===== src/rti_ram.sv =====
// ----------------------------------------------------------------------------
// rti_ram
// Generic single-write, single-read RAM with registered read data.
// ----------------------------------------------------------------------------
module rti_ram #(
    parameter int WIDTH = 8,
    parameter int DEPTH = 256,
    localparam int AW   = (DEPTH > 1) ? $clog2(DEPTH) : 1
) (
    input  logic             i_clk,
    input  logic             i_we,
    input  logic [AW-1:0]    i_waddr,
    input  logic [WIDTH-1:0] i_wdata,
    input  logic             i_re,
    input  logic [AW-1:0]    i_raddr,
    output logic [WIDTH-1:0] o_rdata
);

    logic [WIDTH-1:0] r_mem [DEPTH];
    logic [WIDTH-1:0] r_rdata;

    always_ff @(posedge i_clk) begin
        if (i_we) begin
            r_mem[i_waddr] <= i_wdata;
        end
        if (i_re) begin
            r_rdata <= r_mem[i_raddr];
        end
    end

    assign o_rdata = r_rdata;

endmodule


===== config.mk =====
export PLATFORM = sky130hd
export DESIGN_NAME = rti_ram
export DESIGN_NICKNAME = d
export VERILOG_FILES = /design/src/rti_ram.sv
export SDC_FILE = /design/constraint.sdc
export NUM_CORES = 2
export LEC_CHECK = 0
export BUFFER_PORTS_ARGS = -buffer_cell sky130_fd_sc_hd__buf_2
export CORE_MARGIN = 5
export CORE_UTILIZATION = 55
export DETAILED_ROUTE_END_ITERATION = 8
export PLACE_DENSITY = 0.71
export SLEW_MARGIN = 20
export SYNTH_ARGS = -nofsm -noshare
export SYNTH_HDL_FRONTEND = slang
export SYNTH_SLANG_ARGS = --single-unit

===== constraint.sdc =====
create_clock -name i_clk -period 2.5 [get_ports i_clk]
set_input_delay 0.125 -clock i_clk [delete_from_list [all_inputs] [get_ports i_clk]]
set_output_delay 0.125 -clock i_clk [all_outputs]
set_load 0.02 [all_outputs]

==> run_results.csv <==
group,metric,value,unit
synth,synth_cell_types,54,
sta,max_slew_margin,36.58,%
final_layout,fill_cells,9247,
cts,clock_latency,0.82,ns
synth,synthTopCellsByCount,"edfxtp_1 (2056), mux4_2 (454), nor2_1 (282)",
critical_path,startpoint_type,"flip-flop",
floorplan,num_rows,139,
flow_run,max_cap_viol_count,0,
synth,yosysMostFrequentCell,"edfxtp_1",
sta,finalCritPeriodShare,98.27,%
synth,yosysWarnings,0,
cts,tritoncts,"done",
floorplan,io_pins,35,
critical_path,cp.required,3.06,ns
synth,ys_seq_area_share,77.53,%
synth,ys.flop_type,"edfxtp_1",
synth,netlist_instances,3733,
final_layout,fin_nets,4420,
critical_path,reg2reg_slack,0.04,ns
critical_path,crit_path_cell_trace,"mux4_1 -> mux4_2 -> nor2_1 -> a2111oi_1 -> buf_4 -> nor3_4 -> nor4_1",
status,outcome,"finished clean",
synth,synth_area_per_cell,21.33,um^2
synth,ys_seq_elements,2056,
global_routing,grt_pass1_wl,286.9,mm
synth,synthArstFlopShare,0,%
global_routing,grt_max_degree,98,
final_layout,final_layout_size_suffix_gt1_share,31.35,%
floorplan,die_w,390.5,um
global_routing,overflow,0,
critical_path,slowest_delay,0.55,ns
placement,gp_congestion,0.8810,
sta,period_needed,2.457,ns
floorplan,start_util,55.37,%
routing,ant_nets,0,
placement,dpl_cell_area,86720,um^2
cts,cts-buffers-inserted,199,
global_routing,antenna_found_initial,14,
critical_path,cp_max_fo,1,
sta,final-setup-viol-count,0,
pwr,power_density,753.6,nW/um^2
critical_path,path_delay_family,"multiplexers",
floorplan,dieArea,152500,um^2
sta,worst_pin_slew,0.9478,ns
cts,cts_root_buffer,"clkbuf_16",
routing,wire_per_inst,30.30,um
global_routing,grt.total_usage,26.00,%
pwr,p_leak,30.15,nW
routing,route.detailed.drc,0,
placement,port_buffers,34,
synth,syn-cell-area,79640,um^2
synth,syn_nets,3760,
synth,synth.largest_area_cell,"edfxtp_1",
sta,grt_setup_unrepaired,"true",
routing,vias,41470,
pwr,vdd_drop_max,0.0009846,V
floorplan,die_h,390.5,um
critical_path,critPathSlowestCell,"mux4_1",
cts,clockBufferDepth,3,
sta,drv_slew,0,
routing,postRouteWirelength,196.3,mm
min_path,hp-class,"in2reg",
routing,drtIter0Drc,5196,
cts,cts_sinks,2056,
critical_path,arrival,3.01,ns
cts,htreeDepth,4,
final_layout,area_delta_synth_final,16.94,%
cts,post_cts.repair.setup_buffers,0,
critical_path,critPathKind,"reg2reg",
pwr,total_power,70.18,mW
sta,fmax,407.0,MHz
placement,hpwl,125.4,mm
sta,finalHoldViolCount,0,
critical_path,path_buf_inv,1,
final_layout,postLayoutCellArea,93130,um^2
critical_path,endpoint_kind,"flip-flop",
synth,synth_top_area_share,77.53,%
synth,synth_area_leaders,"edfxtp_1 (78%), mux4_2 (13%), mux2i_1 (1.7%), nor2_1 (1.3%), a22oi_1 (1.3%)",
sta,finalSetupTns,0,ns
routing,firstDrtPassIters,6,
routing,viasPerCell,6.402,
sta,clock_skew,0.04210,ns
global_routing,grt_pass1_vias,41590,
synth,synth_edf_count,2056,
cts,clk_pin_slew,0.06,ns
floorplan,coreArea,143800,um^2
==> through the flow <==
step | std cells | setup slack [ns] | hold WS, ns | util, %
2_1_floorplan | 3733 | 0.2989 | 0.2239 | -
3_3_place_gp | 6081 | -0.7752 | 0.5719 | 60.30
3_5_place_dp | 6081 | -0.8443 | 0.5700 | 60.30
4_1_cts | 6464 | 0.002859 | 0.008689 | 64.70
5_1_grt | 6466 | -0.004073 | 0.05314 | 64.73
6_report | 6477 | 0.04319 | 0.07517 | 64.75
==> worst paths after layout <==
path / from / end / depth (start not counted)
min: i_waddr[4] / r_mem[254][4]$_DFFE_PP_ / 4
min reg2reg: r_mem[40][3]$_DFFE_PP_ / o_rdata[3]$_DFFE_PP_ / 7
max: r_mem[129][1]$_DFFE_PP_ / o_rdata[1]$_DFFE_PP_ / 7
max reg2reg: r_mem[129][1]$_DFFE_PP_ / o_rdata[1]$_DFFE_PP_ / 7
==> cell families after synthesis <==
kind of cell | Yosys count | synth area share (%)
flip-flops | 2056 | 77.53
multiplexers | 591 | 14.60
AND/OR/NAND/NOR | 466 | 2.625
AO/OA/AOI/OAI | 385 | 3.416
buffers and inverters | 235 | 1.829
==> placed cells by master, fill, tap and decap left out, types with 17 or more instances in the layout <==
| cell | Yosys | layout |
|---|---|---|
| clkbuf_1 | 111 | 45 |
| buf_12 | 8 | 81 |
| nor2b_1 | 31 | 28 |
| buf_2 | 31 | 23 |
| a22oi_1 | 133 | 133 |
| clkinv_2 | 0 | 38 |
| nand2_1 | 33 | 33 |
| a21oi_1 | 96 | 96 |
| mux2i_1 | 134 | 134 |
| nand3_1 | 34 | 34 |
| o22ai_1 | 28 | 28 |
| nor4_1 | 24 | 18 |
| mux4_2 | 454 | 454 |
| clkinv_1 | 1 | 58 |
| nor3_1 | 22 | 17 |
| edfxtp_1 | 2056 | 2056 |
| o221ai_1 | 46 | 46 |
| clkbuf_16 | 0 | 202 |
| buf_4 | 27 | 564 |
| nor2_1 | 282 | 279 |
==> registers in the layout, indices dropped and copies added (netlist names) <==
signal and count:
r_mem 2048, o_rdata 8
==> layout make-up <==
class | count | area [um^2] | share of cell area, %
timing repair buffer | 692 | 6256 | 6.718
tap | 1903 | 2381 | 2.557
antenna | 13 | 32.53 | 0.03493
clock inverter | 122 | 903.4 | 0.9700
multi-input combinational | 1442 | 16580 | 17.81
inverter | 2 | 7.507 | 0.008061
sequential | 2056 | 61740 | 66.29
clock buffer | 247 | 5224 | 5.609
==> worst min-delay path: stages <==
cell and delay (ns):
buf_2 0.15, nand4_1 0.20, nor2_1 0.07, buf_4 0.18
==> report_power, final <==
group | internal [mW] | switching (mW) | leakage (nW)
Combinational | 1.59 | 2.34 | 8.67
Clock | 15.7 | 12.5 | 2.99
Sequential | 38.0 | 0.0439 | 18.5
==> per-layer routing <==
| metal | track usage (%) | vias up | share of wire [%] |
|---|---|---|---|
| met5 | 0 | - | 0.028 |
| met4 | 9.073 | 8 | 3.3 |
| met3 | 5.275 | 406 | 9.8 |
| met2 | 41.25 | 2371 | 49 |
| met1 | 36.79 | 21620 | 38 |
| li1 | - | 17060 | - |
==> timing repair <==
item,CTS,global route
endpoints found under the setup margin,7,7
hold buffers,14,0
hold endpoints to repair,679,0
pin swaps,0,0
resized for setup,11,7
Note: power is estimated with default switching activity, not from simulation.
