[src/rti_pkg.sv]
// ----------------------------------------------------------------------------
// rti_pkg
// Shared types, widths and defaults of the regression tree inference engine.
// ----------------------------------------------------------------------------
package rti_pkg;

    localparam int NUM_NODES_DEF    = 256;
    localparam int NUM_FEATURES_DEF = 64;
    localparam int NUM_TASKS_DEF    = 4;

    localparam int OPC_W  = 2;
    localparam int TASK_W = 2;
    localparam int NODE_W = 8;
    localparam int FIDX_W = 6;
    localparam int VAL_W  = 32;

    typedef enum logic [OPC_W-1:0] {
        OP_WR_NODE  = 2'd0,
        OP_WR_FEAT  = 2'd1,
        OP_CLASSIFY = 2'd2
    } t_opcode;

    typedef enum logic [2:0] {
        ST_CLEAR,
        ST_IDLE,
        ST_NODE,
        ST_FEAT,
        ST_DONE
    } t_state;

    // Shared by all tasks
    typedef struct packed {
        logic [FIDX_W-1:0] split;
        logic [NODE_W-1:0] left;
        logic [NODE_W-1:0] right;
    } t_node_ent;

    // Per task and node
    typedef struct packed {
        logic                    leaf;
        logic signed [VAL_W-1:0] leaf_value;
        logic signed [VAL_W-1:0] thr;
    } t_task_ent;

    // Result of one move of the walk
    typedef struct packed {
        logic [NODE_W-1:0] nxt;
        logic              oob;
    } t_step;

endpackage

[src/rti_step.sv]
// ----------------------------------------------------------------------------
// rti_step
// Shared split unit: signed compare of feature against threshold, child
// select and child range check.
// ----------------------------------------------------------------------------
module rti_step #(
    parameter int NUM_NODES = rti_pkg::NUM_NODES_DEF
) (
    input  logic signed [rti_pkg::VAL_W-1:0]  i_fval,
    input  logic signed [rti_pkg::VAL_W-1:0]  i_thr,
    input  logic        [rti_pkg::NODE_W-1:0] i_left,
    input  logic        [rti_pkg::NODE_W-1:0] i_right,
    output rti_pkg::t_step                    o_step
);

    logic go_left;

    always_comb begin
        go_left      = (i_fval <= i_thr);
        o_step.nxt   = go_left ? i_left : i_right;
        o_step.oob   = (32'(o_step.nxt) >= 32'(NUM_NODES));
    end

endmodule

[config.mk]
export PLATFORM = sky130hd
export DESIGN_NAME = rti_step
export DESIGN_NICKNAME = d
export VERILOG_FILES = /design/src/rti_pkg.sv /design/src/rti_step.sv
export SDC_FILE = /design/constraint.sdc
export NUM_CORES = 1
export LEC_CHECK = 0
export ABC_AREA = 1
export BUFFER_PORTS_ARGS = -buffer_cell sky130_fd_sc_hd__buf_2
export CORE_MARGIN = 4
export CORE_UTILIZATION = 41
export DETAILED_ROUTE_END_ITERATION = 16
export GPL_ROUTABILITY_DRIVEN = 0
export PLACE_DENSITY = 0.86
export SYNTH_ARGS = -nofsm -noshare
export SYNTH_HDL_FRONTEND = slang
export SYNTH_SLANG_ARGS = --single-unit
[constraint.sdc]
create_clock -name vclk -period 1.75
set_clock_uncertainty 0.2 [all_clocks]
set_input_delay 0.0875 -clock vclk [all_inputs]
set_output_delay 0.0875 -clock vclk [all_outputs]
set_load 0.1 [all_outputs]
==> flow_summary.toml, run 1 <==
[status]
stop_stage = "5_1_grt"
error = "[ERROR DPL-0038] Utilization greater than 100%, impossible to legalize"
status = "stopped before the end"

[logic_synthesis]
synth_top_cell_by_area = "ha_1"
syn_inst = 172
syn-mean-instance-area_um2 = 6.01
synth_area_leaders = "ha_1 39%, nand2_1 18%, inv_1 15%, a21oi_1 6.3%, nand4_1 6.1%"
synth_top_area_share = 0.387
syn_nets = 284
synth.distinct_cells = 18
yosys_warnings = 0
yosysSeqAreaShare = 0
syn-cell-area_um2 = 1030

[cts]
postCtsSetupBuffers = 0

[floorplanning]
die_w_um = 58.2
num_io_pins = 89
start_util = 0.450
die_y_um = 58.2
num_rows = 17

[place]
io_buffers = 88
hpwl_mm = 2.97
place_area_um2 = 1960

[sta]
worst-ep-kind = "primary output"
grt_worst_setup_endpoint = "o_step[5]"

[grt]
grt_max_degree = 10
==> synth_stat cells <==
| cell | instances |
|---|---|
| buf_4 | 1 |
| nand4_1 | 10 |
| conb_1 | 1 |
| nor2_1 | 8 |
| o21a_1 | 2 |
| nand2_4 | 1 |
| inv_1 | 41 |
| a21o_1 | 1 |
| nand3_2 | 1 |
| nand2_2 | 4 |
| a21oi_2 | 1 |
| nand2_1 | 50 |
| nor2_2 | 2 |
| o21ai_0 | 2 |
| nand3_4 | 1 |
| ha_1 | 32 |
| nand3_1 | 1 |
| a21oi_1 | 13 |
==> logic make-up after synthesis <==
logic type	share of synthesized area
AO/OA/AOI/OAI	0.103
adder cells (fa/ha/maj)	0.387
buffers and inverters	0.156
other	0.00363
AND/OR/NAND/NOR	0.350
==> repair_timing <==
action                     CTS
pin swaps                    6
hold buffers                 0
setup endpoints to repair    8
cloned                       1
hold endpoints to repair     0
gates resized for setup     10
==> through the flow <==
stage	instances	setup slack, ns	hold WS (ns)
2_1_floorplan	172	-0.0155	0.209
3_3_place_gp	288	-0.287	0.377
3_5_place_dp	288	-0.333	0.382
4_1_cts	289	-0.320	0.353
==> run 2, diff against run 1 <==
- CORE_AREA: not set -> 4 4 65 67
- CORE_MARGIN: 4 -> not set
- CORE_UTILIZATION: 41 -> not set
- DIE_AREA: not set -> 0 0 69 71
- PLACE_DENSITY: 0.86 -> not set
- PLACE_DENSITY_LB_ADDON: not set -> 0.15
==> run 2 against run 1 <==
  * The flow now finishes, with violations (setup timing)
  * Area after synthesis did not move
  * Synthesized cell count stayed put
==> flow_summary.toml, run 2 <==
[status]
status = "complete, but fails checks"
violations = "setup timing"

[power]
internal_power_uw = 442
p_per_area_nw_per_um2 = 432
seqPwrFrac = 0
clkPwrFrac = 0
p_sw_frac = 0.573
ir_worst_vdd_uv = 359
leakage_nw = 1.23
p_switching_uw = 594
combPwrFrac = 1.000
total_power_mw = 1.04

[place]
hpwl_mm = 2.75
post-place-ws_ns = -0.327
io_buffers = 88
dp_cells = 309

[logic_synthesis]
syn-mean-instance-area_um2 = 6.01
yosysSeqAreaShare = 0
synth.distinct_cells = 18
yosys-top-cells-count = "50 x nand2_1, 41 x inv_1, 32 x ha_1, 13 x a21oi_1, 10 x nand4_1"
synth_fa_ha_area_frac = 0.387
syn-cell-area_um2 = 1030
yosys.area_share.simple = 0.350
synth_top_area_share = 0.387
synth_xor_area_frac = 0
synth-compound-area-share = 0.103
yosysMostFrequentCell = "nand2_1"
yosys_warnings = 0
syn_nets = 284
synth_area_leaders = "ha_1 39%, nand2_1 18%, inv_1 15%, a21oi_1 6.3%, nand4_1 6.1%"
synth.area.mux_share = 0
synth_top_family_by_area = "adder cells"
synth_top_cell_by_area = "ha_1"
syn_inst = 172

[grt]
antenna_found_initial = 0
gr-total-overflow = 0
grt_pass1_vias = 1339
grt_first_pass_wirelength_mm = 5.65
grt_use_total = 0.130
grt_max_degree = 10

[cells_and_area]
fin_util = 0.659
final_cell_mix = "69 x buf_2, 23 x ha_4, 20 x inv_1, 20 x nand2_1, 18 x inv_2"
final_common_cell = "buf_2"
num-nets-final = 383
seq_cell_count = 0
area_growth_pct = 132
n_antenna_cell = 0
drive_gt1_frac = 0.725
stdcell_count = 317
regArea_um2 = 0
clock_buffers = 0

[sta]
post-route-period-util = 1.21
setup_viol = 8
hold_violations = 0
finalCriticalPeriod_ns = 2.12
fmax_mhz = 473
layout_setup_ws_ns = -0.366
tns_ns = -2.79
slew_violations = 0
rsz0062_at_grt = "yes"

[detailed_routing]
vias = 1374
drc = 0
wl_mm = 3.45
routedWlPerCell_um = 10.9
drt-initial-drc-count = 18
dr.pass1.iters = 2
detail-route-antenna-nets = 0
via_per_inst = 4.33

[floorplanning]
num_rows = 22
start_util = 0.284
num_io_pins = 89
die_w_um = 69
core_um2 = 3630
dieArea_um2 = 4900
die_y_um = 71

[worst_setup_path]
crit_fanout = 5
criticalPathCategory = "primary input to primary output"
startpoint_type = "primary input"
arrival_ns = 1.83
crit_required_ns = 1.46
critPathCaptureType = "primary output"

[cts]
holdBufCountCts = 0

[flow_run]
drv_cap = 0

[hold_path]
hp-class = "primary input to primary output"
[run 2: cell counts after synthesis]
Identical to the previous run, type by type.
[run 2: final timing paths]
| kind | from | endpoint | slack [ns] | depth (start not counted) |
|---|---|---|---|---|
| worst max-delay path | i_thr[21] | o_step[6] | -0.37 | 13 |
| worst min-delay path | i_left[4] | o_step[5] | 0.36 | 4 |
[run 2: cells by family (layout without fill, tap and decap cells)]
kind of cell	Yosys count	after routing
fa+ha+maj	32	32
buf+inv	42	137
compound gates	19	19
other cells	1	1
simple gates	78	80
[run 2: layout make-up]
class              count  area [µm²]
inverters             41         161
multi-input cells    132        1480
fillers              305        1240
well taps             48        60.1
repair buffers        96         693
[run 2: per-stage QoR]
stage               cell area [µm²]  hold slack (ns)
global placement               1990            0.378
finish                         2400            0.355
floorplan                      1370            0.209
CTS                            2230            0.376
detailed placement             1990            0.382
global route                   2400            0.371
[run 2: repair_timing]
action,4_1_cts,5_1_grt
pin swaps,22,24
cloned,1,1
endpoints found under the setup margin,8,8
buffers inserted,1,5
resized for setup,41,29
[run 2: critical path, cell delays in order]
cell and delay, ns:
buf_2 0.10, inv_2 0.05, ha_4 0.20, a21oi_2 0.10, o21a_1 0.15, nand2_2 0.07
a21oi_4 0.23, nand2_4 0.09, nand2_4 0.09, buf_6 0.10, nand4_1 0.21, nand2_8 0.15
buf_12 0.17
[run 2: power groups by stage]
stage               Sequential (mW)  Combinational, mW  Clock, mW
finish                            0               1.04          0
floorplan                         0              0.587          0
CTS                               0              0.969          0
detailed placement                0              0.887          0
global placement                  0              0.879          0
global route                      0               1.11          0
[run 2: routing by layer]
metal	part of all wire	track usage	vias up
li1	-	-	745
met1	0.40	0.166	581
met2	0.52	0.235	48
met3	0.080	0.0284	0
met4	0	0	0
met5	0	0	-
Power figures use the tool's default switching activity.
